--- src/chd_pkg.sv ---
// Shared types, constants and helpers for the chunked body decoder.
`timescale 1ns / 1ps

package chd_pkg;

  // Default widths of the chunk size and payload total counters.
  localparam int SIZE_BITS_DEF  = 31;
  localparam int TOTAL_BITS_DEF = 32;
  localparam int MAX_BITS       = 32;

  // Reset value of the body size limit register.
  localparam logic [MAX_BITS-1:0] MAX_BODY_RESET = '1;

  // Special byte codes.
  localparam logic [7:0] CHAR_CR = 8'h0D;
  localparam logic [7:0] CHAR_LF = 8'h0A;

  // Decoder phases.
  typedef enum logic [2:0] {
    PH_WAIT = 3'd0,
    PH_HEX  = 3'd1,
    PH_SKIP = 3'd2,
    PH_LF   = 3'd3,
    PH_DATA = 3'd4,
    PH_HALT = 3'd5
  } phase_t;

  // Sticky error codes.
  typedef enum logic [1:0] {
    ERR_NONE  = 2'd0,
    ERR_LINE  = 2'd1,
    ERR_LARGE = 2'd2,
    ERR_EMPTY = 2'd3
  } err_t;

  // One input request.
  typedef struct packed {
    logic [7:0] body_byte;
    logic       start_body;
  } body_req_t;

  // One result request.
  typedef struct packed {
    logic [7:0] payload_byte;
    logic       payload_valid;
    logic       body_done;
    logic [1:0] error_code;
  } body_res_t;

  // Hex digit decode: bit 4 flags a hex digit, bits 3:0 hold its value.
  function automatic logic [4:0] hex_value(input logic [7:0] c);
    logic [4:0] r;
    r = 5'd0;
    if (c inside {[8'h30:8'h39]}) begin
      r = {1'b1, 4'(c - 8'h30)};
    end else if (c inside {[8'h41:8'h46]}) begin
      r = {1'b1, 4'(c - 8'h41 + 8'd10)};
    end else if (c inside {[8'h61:8'h66]}) begin
      r = {1'b1, 4'(c - 8'h61 + 8'd10)};
    end
    return r;
  endfunction

endpackage

--- src/chd_stream.sv ---
// Valid/ready channel interface carrying one payload type.
`timescale 1ns / 1ps

interface chd_stream #(parameter type T = logic);
  logic valid;
  logic ready;
  T     data;

  modport source (output valid, output data, input ready);
  modport sink   (input valid, input data, output ready);
endinterface

--- src/chd_input_stage.sv ---
// Input register stage: holds one body byte request until the decoder takes it.
`timescale 1ns / 1ps

module chd_input_stage (
  input  logic      clk,
  input  logic      rst,
  chd_stream.sink   req_in,
  chd_stream.source req_out
);
  import chd_pkg::*;

  logic      full;
  body_req_t held;
  logic      take;

  // The stage refills in the same cycle that its request moves on.
  assign take         = req_out.valid && req_out.ready;
  assign req_in.ready = !full || take;
  assign req_out.valid = full;
  assign req_out.data  = held;

  // Occupancy flag.
  always_ff @(posedge clk) begin
    if (rst) begin
      full <= 1'b0;
    end else if (req_in.valid && req_in.ready) begin
      full <= 1'b1;
    end else if (take) begin
      full <= 1'b0;
    end
  end

  // Payload capture.
  always_ff @(posedge clk) begin
    if (req_in.valid && req_in.ready) begin
      held <= req_in.data;
    end
  end

endmodule

--- src/chd_decoder.sv ---
// Chunked body parser state, next-state logic and result register.
`timescale 1ns / 1ps

module chd_decoder #(
  parameter int SIZE_BITS  = chd_pkg::SIZE_BITS_DEF,
  parameter int TOTAL_BITS = chd_pkg::TOTAL_BITS_DEF
) (
  input  logic                          clk,
  input  logic                          rst,
  input  logic [chd_pkg::MAX_BITS-1:0]  max_body,
  chd_stream.sink                       req_in,
  chd_stream.source                     res_out
);
  import chd_pkg::*;

  // Parser state registers.
  phase_t                phase, phase_next;
  logic [SIZE_BITS-1:0]  chunk_left, chunk_left_next;
  logic                  digit_seen, digit_seen_next;
  logic [TOTAL_BITS-1:0] payload_total, payload_total_next;
  err_t                  error_latch, error_latch_next;
  logic                  finished, finished_next;

  // State as seen by this byte, after an optional start of a new body.
  phase_t                c_phase;
  logic [SIZE_BITS-1:0]  c_left;
  logic                  c_seen;
  logic [TOTAL_BITS-1:0] c_total;
  err_t                  c_err;
  logic                  c_fin;

  logic                  res_valid;
  body_res_t             res, res_next;
  logic                  advance;
  logic [7:0]            c;
  logic [4:0]            hv;
  logic [MAX_BITS:0]     total_inc;
  logic                  too_large;
  logic                  size_full;
  logic                  pass;

  assign advance       = req_in.valid && (!res_valid || res_out.ready);
  assign req_in.ready  = !res_valid || res_out.ready;
  assign res_out.valid = res_valid;
  assign res_out.data  = res;

  assign c  = req_in.data.body_byte;
  assign hv = hex_value(c);

  // A start flag clears the body state before the byte is handled.
  always_comb begin
    if (req_in.data.start_body) begin
      c_phase = PH_WAIT;
      c_left  = '0;
      c_seen  = 1'b0;
      c_total = '0;
      c_err   = ERR_NONE;
      c_fin   = 1'b0;
    end else begin
      c_phase = phase;
      c_left  = chunk_left;
      c_seen  = digit_seen;
      c_total = payload_total;
      c_err   = error_latch;
      c_fin   = finished;
    end
  end

  // Overflow checks for the size digits and the payload total.
  assign size_full = |c_left[SIZE_BITS-1:SIZE_BITS-4];
  assign total_inc = (MAX_BITS+1)'(c_total) + 1'b1;
  assign too_large = (&c_total) || (total_inc > {1'b0, max_body});

  // Next-state logic for one byte.
  always_comb begin
    phase_next         = c_phase;
    chunk_left_next    = c_left;
    digit_seen_next    = c_seen;
    payload_total_next = c_total;
    error_latch_next   = c_err;
    finished_next      = c_fin;
    pass               = 1'b0;
    case (c_phase)
      PH_WAIT, PH_HEX: begin
        if (hv[4]) begin
          if (size_full) begin
            error_latch_next = ERR_LINE;
            phase_next       = PH_HALT;
          end else begin
            chunk_left_next = {c_left[SIZE_BITS-5:0], hv[3:0]};
            digit_seen_next = 1'b1;
            phase_next      = PH_HEX;
          end
        end else if (c_phase == PH_WAIT) begin
          if (c != CHAR_CR && c != CHAR_LF) begin
            phase_next = PH_SKIP;
          end
        end else if (c == CHAR_CR) begin
          phase_next = PH_LF;
        end else begin
          phase_next = PH_SKIP;
        end
      end
      PH_SKIP: begin
        if (c == CHAR_CR) begin
          phase_next = PH_LF;
        end
      end
      PH_LF: begin
        if (c == CHAR_LF) begin
          // End of the size line.
          digit_seen_next = 1'b0;
          if (!c_seen) begin
            error_latch_next = ERR_LINE;
            phase_next       = PH_HALT;
          end else if (c_left == '0) begin
            finished_next = 1'b1;
            phase_next    = PH_HALT;
            if (c_total == '0) begin
              error_latch_next = ERR_EMPTY;
            end
          end else begin
            phase_next = PH_DATA;
          end
        end else if (c != CHAR_CR) begin
          phase_next = PH_SKIP;
        end
      end
      PH_DATA: begin
        if (too_large) begin
          error_latch_next = ERR_LARGE;
          phase_next       = PH_HALT;
        end else begin
          pass               = 1'b1;
          payload_total_next = c_total + 1'b1;
          chunk_left_next    = c_left - 1'b1;
          if (c_left == SIZE_BITS'(1)) begin
            phase_next = PH_WAIT;
          end
        end
      end
      default: begin
        phase_next = PH_HALT;
      end
    endcase
  end

  // Result fields for this byte.
  always_comb begin
    res_next.payload_byte  = pass ? c : 8'd0;
    res_next.payload_valid = pass;
    res_next.body_done     = finished_next;
    res_next.error_code    = error_latch_next;
  end

  // State registers advance once per byte taken.
  always_ff @(posedge clk) begin
    if (rst) begin
      phase         <= PH_WAIT;
      chunk_left    <= '0;
      digit_seen    <= 1'b0;
      payload_total <= '0;
      error_latch   <= ERR_NONE;
      finished      <= 1'b0;
    end else if (advance) begin
      phase         <= phase_next;
      chunk_left    <= chunk_left_next;
      digit_seen    <= digit_seen_next;
      payload_total <= payload_total_next;
      error_latch   <= error_latch_next;
      finished      <= finished_next;
    end
  end

  // Result register valid flag.
  always_ff @(posedge clk) begin
    if (rst) begin
      res_valid <= 1'b0;
    end else if (advance) begin
      res_valid <= 1'b1;
    end else if (res_out.ready) begin
      res_valid <= 1'b0;
    end
  end

  // Result register payload.
  always_ff @(posedge clk) begin
    if (advance) begin
      res <= res_next;
    end
  end

  // Any error or the end of the body always leaves the parser halted.
  a_halt_on_end: assert property (@(posedge clk) disable iff (rst)
    (phase != PH_HALT) |-> (error_latch == ERR_NONE && !finished))
    else $error("error or end flag set outside the halted phase");

  // The payload phase always has bytes left to pass.
  a_data_left: assert property (@(posedge clk) disable iff (rst)
    (phase == PH_DATA) |-> (chunk_left != '0))
    else $error("payload phase with no bytes left");

  // A passed byte never comes with an error or the end flag.
  a_clean_payload: assert property (@(posedge clk) disable iff (rst)
    (res_valid && res.payload_valid) |-> (res.error_code == ERR_NONE && !res.body_done))
    else $error("payload byte passed after end or error");

endmodule

--- src/http_chunked_body_decoder.sv ---
// Top level of the HTTP chunked body decoder.
`timescale 1ns / 1ps

// Usage:
//   body_in carries one raw body byte per request with a start_body flag that
//   clears the parser before that byte, so a new body begins with it.
//   result_out returns exactly one result request per input request, in order:
//   the byte when it is chunk payload, the end flag and the sticky error code.
//   cfg writes the body size limit (max payload bytes); it is always ready and
//   should be written only while no request is in flight.
// Timing:
//   Each request passes an input register and then the result register before
//   its result is offered. One request per cycle is sustained while result_out
//   is ready; the parser state updates once per byte taken.
// Reset:
//   rst (synchronous) empties both registers, clears the parser and sets the
//   limit to all ones.
// Backpressure:
//   When result_out is stalled the held result stays put, one more request is
//   taken into the input register, and body_in then drops ready.
module http_chunked_body_decoder #(
  parameter int SIZE_BITS  = chd_pkg::SIZE_BITS_DEF,
  parameter int TOTAL_BITS = chd_pkg::TOTAL_BITS_DEF
) (
  input  logic      clk,
  input  logic      rst,
  chd_stream.sink   body_in,
  chd_stream.source result_out,
  chd_stream.sink   cfg
);
  import chd_pkg::*;

  logic [MAX_BITS-1:0] max_body;

  chd_stream #(.T(body_req_t)) staged ();

  // The limit register takes every write at once.
  assign cfg.ready = 1'b1;

  always_ff @(posedge clk) begin
    if (rst) begin
      max_body <= MAX_BODY_RESET;
    end else if (cfg.valid) begin
      max_body <= MAX_BITS'(cfg.data);
    end
  end

  // Input register.
  chd_input_stage u_input (
    .clk     (clk),
    .rst     (rst),
    .req_in  (body_in),
    .req_out (staged)
  );

  // Parser and result register.
  chd_decoder #(
    .SIZE_BITS  (SIZE_BITS),
    .TOTAL_BITS (TOTAL_BITS)
  ) u_decoder (
    .clk      (clk),
    .rst      (rst),
    .max_body (max_body),
    .req_in   (staged),
    .res_out  (result_out)
  );

endmodule

--- src/flat_wrapper.sv ---
// flat-port wrapper written by rule: the top's interface ports become plain ports
module http_chunked_body_decoder_flat import chd_pkg::*;
#(
  parameter int SIZE_BITS  = chd_pkg::SIZE_BITS_DEF,
  parameter int TOTAL_BITS = chd_pkg::TOTAL_BITS_DEF
)
  (clk, rst, body_in_valid, body_in_data, body_in_ready, result_out_valid, result_out_data, result_out_ready, cfg_valid, cfg_data, cfg_ready);
  chd_stream #(.T(body_req_t)) body_in_i ();
  chd_stream #(.T(body_res_t)) result_out_i ();
  chd_stream #(.T(logic [MAX_BITS-1:0])) cfg_i ();
  input  logic clk;
  input  logic rst;
  input wire logic [$bits(body_in_i.valid)-1:0] body_in_valid;
  input wire logic [$bits(body_in_i.data)-1:0] body_in_data;
  output wire logic [$bits(body_in_i.ready)-1:0] body_in_ready;
  output wire logic [$bits(result_out_i.valid)-1:0] result_out_valid;
  output wire logic [$bits(result_out_i.data)-1:0] result_out_data;
  input wire logic [$bits(result_out_i.ready)-1:0] result_out_ready;
  input wire logic [$bits(cfg_i.valid)-1:0] cfg_valid;
  input wire logic [$bits(cfg_i.data)-1:0] cfg_data;
  output wire logic [$bits(cfg_i.ready)-1:0] cfg_ready;
  assign body_in_i.valid = body_in_valid;
  assign body_in_i.data = body_in_data;
  assign body_in_ready = body_in_i.ready;
  assign result_out_valid = result_out_i.valid;
  assign result_out_data = result_out_i.data;
  assign result_out_i.ready = result_out_ready;
  assign cfg_i.valid = cfg_valid;
  assign cfg_i.data = cfg_data;
  assign cfg_ready = cfg_i.ready;
  http_chunked_body_decoder #(.SIZE_BITS(SIZE_BITS), .TOTAL_BITS(TOTAL_BITS)) u_core (.clk(clk), .rst(rst), .body_in(body_in_i), .result_out(result_out_i), .cfg(cfg_i));
endmodule
--- config.mk ---
export PLATFORM = sky130hd
export DESIGN_NAME = http_chunked_body_decoder_flat
export DESIGN_NICKNAME = d
export VERILOG_FILES = /design/src/chd_pkg.sv /design/src/chd_stream.sv /design/src/chd_input_stage.sv /design/src/chd_decoder.sv /design/src/http_chunked_body_decoder.sv /design/src/flat_wrapper.sv
export SDC_FILE = /design/constraint.sdc
export NUM_CORES = 1
export LEC_CHECK = 0
export CELL_PAD_IN_SITES_DETAIL_PLACEMENT = 0
export CELL_PAD_IN_SITES_GLOBAL_PLACEMENT = 1
export CORE_MARGIN = 2
export CORE_UTILIZATION = 35
export DETAILED_ROUTE_END_ITERATION = 6
export DONT_BUFFER_PORTS = 1
export MAX_ROUTING_LAYER = met4
export PLACE_DENSITY = 0.66
export SYNTH_ARGS = -nofsm -noshare
export SYNTH_HDL_FRONTEND = slang
export SYNTH_SLANG_ARGS = --single-unit
--- constraint.sdc ---
create_clock -name clk -period 5.3 [get_ports clk]
set_input_delay 0.53 -clock clk [delete_from_list [all_inputs] [get_ports clk]]
set_output_delay 0.53 -clock clk [all_outputs]
set_load 0.005 [all_outputs]
==> flow_metrics.tcl, run 1 <==
set metrics [dict create \
    cp.required_ns 5.63 \
    clockBufferDepth 2 \
    nets 1092 \
    clock_latency_ns 0.44 \
    fin_util_pct 40.3 \
    first_pass_iters 5 \
    gp_congestion 0.888 \
    drive_gt1_share_pct 11.0 \
    arrival_ns 5.31 \
    min_path_type "input port to flip-flop" \
    synth_fp_nets 1111 \
    synth_largest_area_cell "dfxtp_1" \
    die-area_um2 24700 \
    r2r-start "u_core.u_input.req_out.data[0]$_DFFE_PP_" \
    route.met3.wl_um 1560 \
    cts_tree "yes" \
    status "complete, no violations" \
    drt_iter0_markers 700 \
    seq_area_frac_synth_pct 33.1 \
    postCtsHoldBufs 0 \
    fin_setup_tns_ns 0 \
    antenna_found_initial 1 \
    cpPeakStageDelay_ns 0.59 \
    yosys_register_bits 125 \
    vias_per_cell 5.85 \
    drt_wl_total_um 26700 \
    grt_pass1_vias 7215 \
    synth_cells 1025 \
    max_freq_mhz 201 \
    dieWidth_um 157 \
    reg2reg_to "u_core.u_decoder.chunk_left[4]$_SDFFE_PP0P_" \
    fp.dieH_um 157 \
    cp-end-kind "flip-flop" \
    cp_slowest_cell "or4_1" \
    core_area_um2 22800 \
    cts_sinks 125 \
    synth_edf_count 21 \
    powerDensity_nw_per_um2 276 \
    critPathCapture "u_core.u_decoder.chunk_left[4]$_SDFFE_PP0P_" \
    synth_top_area_share_pct 25.4 \
    crit_start "u_core.u_input.req_out.data[0]$_DFFE_PP_" \
    grtUsageTotal_pct 22.7 \
    synth_area_um2 8200 \
    p_leak_nw 3.50 \
    cts_buffers 17 \
    top_layer_used "met4" \
    h-tree-depth 4 \
    path_cells "inv_1 > nand2_1 > inv_1 > ha_4 > nand4b_4 > or3_4 > or2_2 > nor2_1 > nand3_1 > xor2_1 > nor2_1 > ha_1 > nand4_1 > or4_1 > o21ai_1 > a21oi_1 > a41o_4 > nor4_2 > a31oi_1 > o311a_1" \
    fin_worst_skew_ns 0.0121 \
    clk_pin_slew_ns 0.06 \
    synthFlopType "dfxtp_1" \
    ioPinCount 61 \
    postRouteAntennaNets 0 \
    rrSetupSlack_ns 0.32 \
    vias 7794 \
    reg2reg_depth 20 \
    drc 0 \
    critPathKind "flip-flop to flip-flop" \
    hpwlAfterDp_um 18300 \
    period_share_pct 94.0 \
    setup_violations 0 \
    grt_pass1_wl_um 42200 \
    floorplan.initialDensity_pct 35.9 \
    async_flop_share_pct 0 \
    grt_max_degree 64 \
    tightest_slew_ns 0.950 \
    drv_cap 0 \
    overflow 0 \
    period_minus_slack_ns 4.98 \
    synth_warnings 0 \
    rows 55 \
    wire_per_inst_um 20.0 \
    drt-met1-wl_um 13300 \
    peakVddDrop_v 0.000193 \
    power_mw 2.54 \
    hold_violations 0 \
    met2_length_um 11300 \
    worstHoldStart "rst" \
    max_slew_margin_pct 36.7 \
    grt_setup_unrepaired "false" \
    synth_area_leaders "dfxtp_1 (25%), edfxtp_1 (7.7%), ha_1 (6.1%)" \
    avgSynthCellArea_um2 8.00 \
    area_growth_pct 12.5 \
    synth.distinct_cells 85 \
    start_kind "flip-flop" \
    slew_violations 0 \
    io_buffers 0 \
    root_buffer "clkbuf_16" \
    worst-path-max-fanout 10 \
]
## sequential cells by signal, indices dropped and copies added (netlist names)
signal / count
u_core.u_decoder.chunk_left: 31
u_core.u_decoder.res_out.valid: 1
u_core.u_decoder.digit_seen: 1
u_core.u_input.req_out.data: 9
u_core.u_input.req_out.valid: 1
u_core.max_body: 32
u_core.u_decoder.res_out.data: 12
u_core.u_decoder.payload_total: 32
u_core.u_decoder.finished: 1
u_core.u_decoder.error_latch: 2
u_core.u_decoder.phase: 3
## layer usage
layer / GRT usage, % / up-vias
li1: - / 3809
met1: 33.1 / 3687
met2: 31.6 / 264
met3: 4.05 / 34
met4: 7.23 / 0
met5: - / -
## worst max-delay path: cells and delay by family, from the launching register on
family / cells / cell delay, ns
AOI/OAI and AO/OA: 5 / 1.02
xor gates and xnor gates: 1 / 0.15
adders and majority gates: 2 / 0.48
buffers and inverters: 2 / 0.22
DFF: 1 / 0.44
and+or+nand+nor: 10 / 2.56
## power breakdown
part	leakage (nW)	internal, mW	switching [mW]	total [mW]
Clock	0.277	0.706	0.453	1.16
Sequential	1.05	1.01	0.0391	1.04
Combinational	2.17	0.114	0.223	0.338
## cells in the mapped netlist, types with 6 or more instances
cell type	count
o211ai_1	55
a21oi_1	54
clkbuf_1	52
nand3_1	38
nand2_1	104
o21ai_1	15
ha_1	40
o21ai_0	68
inv_1	50
xnor2_1	16
and3_1	9
nand2b_1	7
a22o_1	16
a32oi_1	8
buf_2	10
nand4_1	18
nor2b_1	16
o31ai_1	21
nor4_1	22
a31oi_1	20
edfxtp_1	21
a221oi_1	10
nor3_1	22
or2_2	10
or3_1	6
or4_1	6
dfxtp_1	104
a211oi_1	7
xor2_1	6
a22oi_1	10
nor2_1	80
o22ai_1	8
mux2i_1	6
## layout by cell type, fill, tap and decap left out, drive strengths merged, types with 6 or more instances in the layout
master,Yosys,final
nand3,41,41
edfxtp,21,21
nand2b,7,7
o21ai,83,83
a21oi,54,54
a31oi,20,20
a211oi,9,9
and3,10,10
xor2,6,6
o211ai,56,56
a22o,16,16
nor3,24,24
inv,50,50
nor2b,16,16
mux2i,6,6
nor4,25,25
ha,40,40
dfxtp,104,104
a32oi,8,8
clkbuf,52,25
o22ai,8,8
a221oi,10,10
a22oi,10,10
or3,7,7
o31ai,22,22
or2,10,10
nand4,18,18
nand2,104,104
buf,20,34
or4,7,7
xnor2,16,16
nor2,82,82
## metrics by stage
step	cell area, um2	worst slack, ns	hold slack [ns]	cells
after floorplan	8250	0.000131	0.441	1025
after global placement	8520	0.265	0.462	1293
after detailed placement	8520	0.157	0.481	1293
after CTS	9110	0.157	0.158	1325
after global routing	9220	0.0217	0.155	1333
final	9220	0.319	0.166	1333
## final cells by class
cell class	instances	area, um2
sequential	125	2710
timing repair buffer	34	255
clock inverter	7	48.8
multi-input combinational	777	5080
antenna	1	2.50
clock buffer	25	539
inverter	51	191
fill	2344	13600
tap	313	392
## cell families after synthesis
group	count (synthesis)	share of synthesized area, %
buffers and inverters	123	6.11
adder cells (fa/ha/maj)	40	6.11
multiplexers	8	1.01
flip-flops	125	33.1
AO/OA/AOI/OAI	340	28.3
XOR/XNOR	22	2.35
other	1	0.0458
AND/OR/NAND/NOR	366	23.0
## how the worst min path moves through the flow
stage,cells after the start,endpoint
after CTS,1,u_core.u_decoder.res_out.valid$_SDFFE_PP0P_
after global placement,2,u_core.u_decoder.finished$_SDFFE_PP0P_
after global routing,1,u_core.u_decoder.res_out.valid$_SDFFE_PP0P_
after floorplan,2,u_core.u_decoder.finished$_SDFFE_PP0P_
final,1,u_core.u_decoder.digit_seen$_SDFFE_PP0P_
after detailed placement,2,u_core.u_decoder.finished$_SDFFE_PP0P_
## what timing repair did
| item | CTS | global route |
|---|---|---|
| resized for setup | 0 | 12 |
| buffers inserted | 0 | 7 |
| setup endpoints to repair | 0 | 65 |
(Power assumes the default switching activity.)
==> run 2, diff against run 1 <==
- PLACE_DENSITY: 0.66 -> 0.62
==> run 2 against run 1 <==
Sequential share of layout area about the same; register-to-register slack better by 0.04 ns; setup slack better by 0.045 ns; first-iteration DRC count up 3.7%; critical path depth unchanged; maximum frequency rose by 0.91%; clock-buffer cell count fell by 4; sequential cell count is the same; wire length up 0.52%; combinational power hardly changed; hold slack better by 0.016 ns; clock power grew 6%; largest cell class unchanged; highest routed layer unchanged.
==> flow_metrics.tcl, run 2 (synthesized netlist as in run 1, its figures left out) <==
set metrics [dict create \
    overflow 0 \
    final_common_cell "dfxtp_1" \
    cts_buffers 17 \
    fin_setup_tns_ns 0 \
    h-tree-depth 4 \
    grt_pass1_vias 7086 \
    power_mw 2.62 \
    antenna_found_initial 1 \
    min_delay_path_depth 1 \
    design_area_um2 9220 \
    clockBufferDepth 2 \
    period_share_pct 93.1 \
    postRouteAntennaNets 0 \
    max_slew_margin_pct 33.7 \
    powerDensity_nw_per_um2 284 \
    fin_util_pct 40.4 \
    root_buffer "clkbuf_16" \
    worst-path-max-fanout 12 \
    vias 7757 \
    tightest_slew_ns 0.994 \
    dp.cells 1295 \
    r2r-start "u_core.u_input.req_out.data[0]$_DFFE_PP_" \
    drc 0 \
    post_dp_cell_area_um2 8530 \
    grtUsageTotal_pct 22.9 \
    clk_pin_slew_ns 0.06 \
    cp-end-kind "flip-flop" \
    slew_violations 0 \
    clock_latency_ns 0.43 \
    rows 55 \
    hpwlAfterDp_um 18300 \
    core_area_um2 22800 \
    status "complete, no violations" \
    ioPinCount 61 \
    p_leak_nw 3.50 \
    cts_tree "yes" \
    setup_violations 0 \
    drt_iter0_markers 726 \
    min_path_type "input port to flip-flop" \
    arrival_ns 5.25 \
    holdPathEnd "u_core.u_decoder.chunk_left[19]$_SDFFE_PP0P_" \
    dieWidth_um 157 \
    grt_setup_unrepaired "false" \
    period_minus_slack_ns 4.94 \
    hold_ws_ns 0.182 \
    gp_congestion 0.831 \
    reg2reg_to "u_core.u_decoder.chunk_left[29]$_SDFFE_PP0P_" \
    wire_per_inst_um 20.2 \
    fin_worst_skew_ns 0.0130 \
    fin_ws_ns 0.364 \
    n_fill_cell 2387 \
    cts_sinks 125 \
    detailedPlace.worstSlack_ns 0.199 \
    cp.required_ns 5.61 \
    drive_gt1_share_pct 10.5 \
    vias_per_cell 5.83 \
    die-area_um2 24700 \
    area_growth_pct 12.5 \
    reg2reg_depth 20 \
    worstHoldStart "rst" \
    reg.largest.list "u_core.max_body (32), u_core.u_decoder.payload_total (32), u_core.u_decoder.chunk_left (31)" \
    start_kind "flip-flop" \
    nets 1090 \
    fp.dieH_um 157 \
    drt_wl_total_um 26900 \
    grt_pass1_wl_um 42500 \
    drv_cap 0 \
    rrSetupSlack_ns 0.36 \
    grt_max_degree 64 \
    first_pass_iters 5 \
    peakVddDrop_v 0.000151 \
    fin_cells 1331 \
    mostFrequentLayoutCells "dfxtp_1 (104), nand2_1 (102), nor2_1 (79)" \
    hold_violations 0 \
    floorplan.initialDensity_pct 35.9 \
    critPathKind "flip-flop to flip-flop" \
    io_buffers 0 \
    max_freq_mhz 203 \
]
-- run 2: worst max path at each step --
stage                                             startpoint                                              end  cells after the start
floorplan           u_core.u_input.req_out.data[0]$_DFFE_PP_  u_core.u_decoder.payload_total[21]$_SDFFE_PP0P_                     28
global placement    u_core.u_input.req_out.data[0]$_DFFE_PP_      u_core.u_decoder.chunk_left[4]$_SDFFE_PP0P_                     19
detailed placement  u_core.u_input.req_out.data[0]$_DFFE_PP_      u_core.u_decoder.chunk_left[4]$_SDFFE_PP0P_                     19
CTS                 u_core.u_input.req_out.data[0]$_DFFE_PP_      u_core.u_decoder.chunk_left[4]$_SDFFE_PP0P_                     19
global route        u_core.u_input.req_out.data[0]$_DFFE_PP_       u_core.u_decoder.res_out.data[0]$_DFFE_PP_                     22
finish              u_core.u_input.req_out.data[0]$_DFFE_PP_     u_core.u_decoder.chunk_left[29]$_SDFFE_PP0P_                     20
-- run 2: layout make-up --
| cell class | count | area, um2 | area share [%] |
|---|---|---|---|
| antenna | 1 | 2.50 | 0.0271 |
| clock buffer | 21 | 483 | 5.24 |
| clock inverter | 11 | 129 | 1.40 |
| inverter | 51 | 191 | 2.08 |
| multi-input combinational | 777 | 5060 | 54.9 |
| sequential | 125 | 2710 | 29.4 |
| tap | 313 | 392 | 4.25 |
| timing repair buffer | 32 | 248 | 2.69 |
-- run 2: timing repair --
item | CTS | global route
hold buffers | 0 | 0
gates resized for setup | 0 | 10
endpoints found under the setup margin | 0 | 51
buffers inserted | 0 | 3
-- run 2: report_power, final --
part           total, mW  switching [mW]  internal, mW
Combinational      0.341           0.225         0.116
Clock               1.23           0.482         0.751
Sequential          1.04          0.0394          1.00
Total               2.62           0.746          1.87
-- run 2: per-layer routing --
layer	up-vias	wire length, um	GRT usage [%]	share of wire, %
li1	3810	-	-	-
met1	3681	13900	34.2	52
met2	235	11100	31.8	41
met3	31	1400	3.36	5.2
met4	0	421	6.41	1.6
met5	-	0	-	0
-- run 2: worst max-delay path: stages, from the launching register on --
cell and delay [ns]:
edfxtp_1 0.45, inv_1 0.10, nand2_1 0.07, inv_1 0.12, ha_4 0.18, nand4b_4 0.14
or3_4 0.43, nor4_4 0.28, buf_4 0.21, nand3_1 0.14, xnor2_1 0.16, ha_1 0.30
nand4_1 0.21, or4_1 0.57, o21ai_1 0.14, a21oi_1 0.08, a41o_4 0.35, buf_4 0.21
or3_1 0.40, mux2i_1 0.17, o22ai_1 0.09
